[config.mk]
export PLATFORM = sky130hd
export DESIGN_NAME = hsv_to_rgb_pixel
export DESIGN_NICKNAME = d
export VERILOG_FILES = /design/src/hdl/hsv2rgb_pkg.sv /design/src/hdl/hsv2rgb_div255.sv /design/src/hdl/hsv_to_rgb_pixel.sv
export SDC_FILE = /design/constraint.sdc
export NUM_CORES = 2
export LEC_CHECK = 0
export BUFFER_PORTS_ARGS = -buffer_cell sky130_fd_sc_hd__buf_2
export CORE_MARGIN = 2
export CORE_UTILIZATION = 61
export CTS_BUF_LIST = sky130_fd_sc_hd__clkbuf_8
export DETAILED_ROUTE_END_ITERATION = 10
export HOLD_SLACK_MARGIN = 0.06
export PLACE_DENSITY = 0.76
export SLEW_MARGIN = 10
export SYNTH_ARGS = -nofsm -noshare
export SYNTH_HDL_FRONTEND = slang
export SYNTH_HIERARCHICAL = 1
export SYNTH_SLANG_ARGS = --single-unit
[constraint.sdc]
create_clock -name clk -period 6.2 [get_ports clk]
set_input_delay 0.93 -clock clk [delete_from_list [all_inputs] [get_ports clk]]
set_output_delay 0.93 -clock clk [all_outputs]
set_load 0.01 [all_outputs]
[src/hdl/hsv2rgb_pkg.sv]
package hsv2rgb_pkg;

  // full scale of one 8-bit component and its square
  localparam logic [7:0]  FULL_SCALE  = 8'd255;
  localparam logic [15:0] FULL_SQUARE = 16'd65025;

  // six-times hue thresholds that open sectors 1..5
  localparam logic [10:0] SEC1_LO = 11'd255;
  localparam logic [10:0] SEC2_LO = 11'd510;
  localparam logic [10:0] SEC3_LO = 11'd765;
  localparam logic [10:0] SEC4_LO = 11'd1020;
  localparam logic [10:0] SEC5_LO = 11'd1275;

  // hue sectors of the color wheel
  localparam logic [2:0] SEC_RED_YEL   = 3'd0;
  localparam logic [2:0] SEC_YEL_GRN   = 3'd1;
  localparam logic [2:0] SEC_GRN_CYAN  = 3'd2;
  localparam logic [2:0] SEC_CYAN_BLUE = 3'd3;
  localparam logic [2:0] SEC_BLUE_MAG  = 3'd4;
  localparam logic [2:0] SEC_MAG_RED   = 3'd5;

  // reciprocal multipliers for exact floor(x / 255)
  // up to 16-bit x: (x * 0x8081) >> 23, up to 32-bit x: (x * 0x80808081) >> 39
  localparam logic [15:0] DIV255_M16   = 16'h8081;
  localparam int unsigned DIV255_SH16  = 23;
  localparam logic [31:0] DIV255_M32   = 32'h80808081;
  localparam int unsigned DIV255_SH32  = 39;

  // widest dividend: brightness times a 16-bit product term
  localparam int unsigned PROD_W = 24;
  // pipeline depth in register stages
  localparam int unsigned STAGES = 6;

endpackage

[src/hdl/hsv2rgb_div255.sv]
// Registered exact divide by 255, by reciprocal multiply and shift.
module hsv2rgb_div255
  import hsv2rgb_pkg::*;
#(
  parameter int unsigned W = PROD_W
) (
  input  logic         clk,
  input  logic         en,
  input  logic [W-1:0] x,
  output logic [W-8:0] q_r
);

  logic [W-8:0] q_nxt;

  generate
    if (W <= 16) begin : g_narrow
      logic [W+15:0] prod;
      assign prod  = (W+16)'(x) * (W+16)'(DIV255_M16);
      assign q_nxt = prod[W+15:DIV255_SH16];
    end else begin : g_wide
      logic [W+31:0] prod;
      assign prod  = (W+32)'(x) * (W+32)'(DIV255_M32);
      assign q_nxt = prod[W+31:DIV255_SH32];
    end
  endgenerate

  // quotient register, held while the stage stalls
  always_ff @(posedge clk) begin
    if (en) begin
      q_r <= q_nxt;
    end
  end

endmodule

[src/hdl/hsv_to_rgb_pixel.sv]
// HSV to RGB pixel converter, 8 bits per component. Takes one word per clock while
// in_ready is high and gives its red, green and blue result, the truncated exact value
// of the six-sector hue wheel (hue 255 wraps to 0, zero saturation gives grey).
// The six register stages are: hue sector and fraction, the product terms, the
// brightness multiplies, and two exact divide-by-255 steps, then the sector
// select into the output register. Each stage holds its own valid bit and fills
// bubbles on its own, so in_ready drops only when all six stages hold words and
// out_ready is low; sustained rate is one word per cycle while out_ready stays high.
module hsv_to_rgb_pixel
  import hsv2rgb_pkg::*;
(
  input  logic       clk,
  input  logic       rst_n,
  input  logic       in_valid,
  output logic       in_ready,
  input  logic [7:0] in_hue,
  input  logic [7:0] in_saturation,
  input  logic [7:0] in_brightness,
  output logic       out_valid,
  input  logic       out_ready,
  output logic [7:0] out_red,
  output logic [7:0] out_green,
  output logic [7:0] out_blue
);

  // valid chain and per-stage advance
  logic [STAGES-1:0] vld_r;
  logic [STAGES-1:0] adv;

  always_comb begin
    adv[STAGES-1] = !vld_r[STAGES-1] || out_ready;
    for (int i = STAGES - 2; i >= 0; i--) begin
      adv[i] = !vld_r[i] || adv[i+1];
    end
  end

  always_ff @(posedge clk) begin
    if (!rst_n) begin
      vld_r <= '0;
    end else begin
      if (adv[0]) begin
        vld_r[0] <= in_valid;
      end
      for (int i = 1; i < STAGES; i++) begin
        if (adv[i]) begin
          vld_r[i] <= vld_r[i-1];
        end
      end
    end
  end

  assign in_ready  = adv[0];
  assign out_valid = vld_r[STAGES-1];

  // stage 1: wrap hue, split 6*hue into sector and fraction
  logic [7:0]  hue_w;
  logic [10:0] h6;
  logic [2:0]  sec1_nxt, sec1_r;
  logic [10:0] frac_full;
  logic [7:0]  frac1_r, s1_r, v1_r;

  assign hue_w = (in_hue == FULL_SCALE) ? 8'd0 : in_hue;
  assign h6    = {1'b0, hue_w, 2'b00} + {2'b00, hue_w, 1'b0};

  always_comb begin
    if (h6 >= SEC5_LO) begin
      sec1_nxt  = SEC_MAG_RED;
      frac_full = h6 - SEC5_LO;
    end else if (h6 >= SEC4_LO) begin
      sec1_nxt  = SEC_BLUE_MAG;
      frac_full = h6 - SEC4_LO;
    end else if (h6 >= SEC3_LO) begin
      sec1_nxt  = SEC_CYAN_BLUE;
      frac_full = h6 - SEC3_LO;
    end else if (h6 >= SEC2_LO) begin
      sec1_nxt  = SEC_GRN_CYAN;
      frac_full = h6 - SEC2_LO;
    end else if (h6 >= SEC1_LO) begin
      sec1_nxt  = SEC_YEL_GRN;
      frac_full = h6 - SEC1_LO;
    end else begin
      sec1_nxt  = SEC_RED_YEL;
      frac_full = h6;
    end
  end

  always_ff @(posedge clk) begin
    if (adv[0]) begin
      sec1_r  <= sec1_nxt;
      frac1_r <= frac_full[7:0];
      s1_r    <= in_saturation;
      v1_r    <= in_brightness;
    end
  end

  // stage 2: q, t and p numerator terms
  logic [15:0] qn2_r, tn2_r, pn2_r;
  logic [2:0]  sec2_r;
  logic [7:0]  v2_r;

  always_ff @(posedge clk) begin
    if (adv[1]) begin
      qn2_r  <= FULL_SQUARE - (16'(s1_r) * 16'(frac1_r));
      tn2_r  <= FULL_SQUARE - (16'(s1_r) * 16'(FULL_SCALE - frac1_r));
      pn2_r  <= 16'(v1_r) * 16'(FULL_SCALE - s1_r);
      sec2_r <= sec1_r;
      v2_r   <= v1_r;
    end
  end

  // stage 3: scale q and t terms by brightness
  logic [PROD_W-1:0] qx3_r, tx3_r;
  logic [15:0]       pn3_r;
  logic [2:0]        sec3_r;
  logic [7:0]        v3_r;

  always_ff @(posedge clk) begin
    if (adv[2]) begin
      qx3_r  <= PROD_W'(v2_r) * PROD_W'(qn2_r);
      tx3_r  <= PROD_W'(v2_r) * PROD_W'(tn2_r);
      pn3_r  <= pn2_r;
      sec3_r <= sec2_r;
      v3_r   <= v2_r;
    end
  end

  // stage 4: first divide by 255 on q and t, the only one on p
  logic [PROD_W-8:0] qa4, ta4;
  logic [8:0]        p4;
  logic [2:0]        sec4_r;
  logic [7:0]        v4_r;

  hsv2rgb_div255 #(.W(PROD_W)) u_div_q1 (
    .clk (clk), .en (adv[3]), .x (qx3_r), .q_r (qa4)
  );
  hsv2rgb_div255 #(.W(PROD_W)) u_div_t1 (
    .clk (clk), .en (adv[3]), .x (tx3_r), .q_r (ta4)
  );
  hsv2rgb_div255 #(.W(16)) u_div_p (
    .clk (clk), .en (adv[3]), .x (pn3_r), .q_r (p4)
  );

  always_ff @(posedge clk) begin
    if (adv[3]) begin
      sec4_r <= sec3_r;
      v4_r   <= v3_r;
    end
  end

  // stage 5: second divide by 255 on q and t
  logic [8:0] q5, t5;
  logic [7:0] p5_r, v5_r;
  logic [2:0] sec5_r;

  hsv2rgb_div255 #(.W(16)) u_div_q2 (
    .clk (clk), .en (adv[4]), .x (qa4[15:0]), .q_r (q5)
  );
  hsv2rgb_div255 #(.W(16)) u_div_t2 (
    .clk (clk), .en (adv[4]), .x (ta4[15:0]), .q_r (t5)
  );

  always_ff @(posedge clk) begin
    if (adv[4]) begin
      p5_r   <= p4[7:0];
      v5_r   <= v4_r;
      sec5_r <= sec4_r;
    end
  end

  // stage 6: sector table into the output register
  logic [7:0] red_nxt, green_nxt, blue_nxt;
  logic [7:0] red_r, green_r, blue_r;

  always_comb begin
    unique case (sec5_r)
      SEC_RED_YEL:   begin red_nxt = v5_r;     green_nxt = t5[7:0];  blue_nxt = p5_r;     end
      SEC_YEL_GRN:   begin red_nxt = q5[7:0];  green_nxt = v5_r;     blue_nxt = p5_r;     end
      SEC_GRN_CYAN:  begin red_nxt = p5_r;     green_nxt = v5_r;     blue_nxt = t5[7:0];  end
      SEC_CYAN_BLUE: begin red_nxt = p5_r;     green_nxt = q5[7:0];  blue_nxt = v5_r;     end
      SEC_BLUE_MAG:  begin red_nxt = t5[7:0];  green_nxt = p5_r;     blue_nxt = v5_r;     end
      default:       begin red_nxt = v5_r;     green_nxt = p5_r;     blue_nxt = q5[7:0];  end
    endcase
  end

  always_ff @(posedge clk) begin
    if (adv[5]) begin
      red_r   <= red_nxt;
      green_r <= green_nxt;
      blue_r  <= blue_nxt;
    end
  end

  assign out_red   = red_r;
  assign out_green = green_r;
  assign out_blue  = blue_r;

  // checks
  a_ready_full: assert property (@(posedge clk) disable iff (!rst_n)
    !in_ready |-> (&vld_r))
    else $error("input stalled with a free pipeline stage");

  a_accept_lands: assert property (@(posedge clk) disable iff (!rst_n)
    (in_valid && in_ready) |=> vld_r[0])
    else $error("accepted word missing from first stage");

  a_sector_range: assert property (@(posedge clk) disable iff (!rst_n)
    vld_r[0] |-> (sec1_r <= SEC_MAG_RED))
    else $error("hue sector out of range");

  a_terms_bound: assert property (@(posedge clk) disable iff (!rst_n)
    vld_r[4] |-> (q5 <= 9'(v5_r) && t5 <= 9'(v5_r) && p5_r <= v5_r))
    else $error("color term exceeds brightness");

endmodule

==> flow_summary.json <==
{
  "routed_wl_mm": 70.5,
  "drt-pass1-iter-count": 5,
  "critPathRequiredTime_ns": 6.58,
  "grt_usage_pct": 24.2,
  "synthCells": 3567,
  "root_buffer": "clkbuf_8",
  "maxSlewViolCount": 0,
  "syn_area_um2": 36000,
  "critPathKind": "flop to flop",
  "place_congestion": 0.904,
  "arrival_ns": 6.00,
  "final_common_cell": "ha_1",
  "post_cts_buffers": 0,
  "cts_tree": "yes",
  "pin_count": 54,
  "rows": 89,
  "cts_buffer_depth": 3,
  "dr_total_vias": 24700,
  "initial_core_util_pct": 61.4,
  "area_delta_synth_final_pct": 5.68,
  "worstSkewPairLatency_ns": 0.65,
  "cts.sinks": 276,
  "grt-ovfl-total": 0,
  "cap_violations": 0,
  "postRouteAntennaNets": 0,
  "worst_pin_slew_ns": 1.09,
  "rsz0062_at_grt": "false",
  "via_per_inst": 5.59,
  "final.period_utilization_pct": 90.7,
  "fin_worst_skew_ns": 0.0474,
  "regArea_um2": 8230,
  "syn_avg_cell_area_um2": 10.1,
  "worst_setup_path_end_kind": "flop",
  "grt_pass1_vias": 25200,
  "port_buffers": 53,
  "dp_hpwl_mm": 57.0,
  "cts_made_buffers": 49,
  "die_w_um": 247,
  "post-route-min-period_ns": 5.62,
  "grt_max_degree": 60,
  "layout-drive-gt1-share_pct": 6.43,
  "finalHoldViolCount": 0,
  "setup_violations": 0,
  "grt_pass1_wl_mm": 120,
  "dp_slack_ns": 0.650,
  "max_freq_mhz": 178,
  "final_cell_mix": "701 x ha_1, 628 x inv_1, 323 x fa_1",
  "drtIter0Drc": 1141,
  "cts-htree-levels": 2,
  "n_fill_cell": 4675,
  "die_h_um": 247,
  "ys_warn_count": 6,
  "num-nets-final": 4672,
  "crit_fanout": 33,
  "layout_setup_ws_ns": 0.575,
  "slew_headroom_pct": 27.6,
  "multi_input_area_um2": 25200,
  "synth_nets": 4619,
  "clkTransAtPathRegs_ns": 0.06,
  "status": "completed",
  "hold_buffers": 0,
  "diodes": 0,
  "hold_path.class": "flop to flop",
  "cp-start-kind": "flop",
  "rrSetupSlack_ns": 0.58,
  "route.detailed.drc": 0,
  "core-area_um2": 58700,
  "die_area_um2": 61000,
  "wl_per_cell_um": 15.9,
  "grt_antenna_before_repair": 2,
  "finalSetupTns_ns": 0,
  "ctsResizeCount": 0
}
==> state kept, by name (all words and copies together), names as in the netlist, 16 cells and up <==
name,flops
u_div_q1/q_r,16
qx3_r,24
tn2_r,16
u_div_t1/q_r,16
qn2_r,16
pn3_r,16
pn2_r,16
tx3_r,24
==> metrics by stage <==
step	hold slack [ns]	cell area [µm²]	util, %	cells
finish	0.414	38100	64.9	4430
global route	0.423	38100	64.9	4430
floorplan	0.400	36000	-	3567
CTS	0.414	38100	64.9	4430
detailed placement	0.405	37100	63.3	4342
global placement	0.401	37100	63.3	4342
==> per-layer routing <==
metal	GRT usage, %	wire length [µm]	share of wire [%]	vias to the layer above
met1	32.7	31900	45	12000
met5	0	18	0.026	-
met3	3.17	2940	4.2	112
li1	-	-	-	12200
met4	6.41	1560	2.2	2
met2	41.1	34000	48	439
==> cell type report <==
class,instances,share of cell area (%)
Clock inverter,36,0.591
Inverter,614,6.05
Clock buffer,52,1.88
Sequential cell,276,21.6
Timing Repair Buffer,76,1.15
Tap cell,773,2.54
Multi-Input combinational cell,2603,66.2
==> final timing paths <==
check	startpoint	to	cells past startpoint
worst max register to register	v2_r[5]	tx3_r[23]	17
worst min register to register	sec3_r[0]	sec4_r[0]	0
worst min-delay path	sec3_r[0]	sec4_r[0]	0
worst max-delay path	v2_r[5]	tx3_r[23]	17
==> critical path, cell delays in order (launching register included) <==
cell,delay [ns]
edfxtp_1,1.06
nand2_1,0.18
fa_1,0.54
fa_1,0.49
inv_1,0.05
fa_1,0.47
inv_1,0.05
fa_1,0.47
inv_1,0.04
ha_1,0.35
o211a_1,0.17
o31ai_1,0.08
a21oi_1,0.36
a31oi_1,0.18
o311ai_0,0.50
nor2_1,0.08
o21bai_1,0.17
xnor2_1,0.10
Power is left out: the tool's default activity adds up to more than one toggle a clock period on the data nets, which glitch-free logic cannot reach.
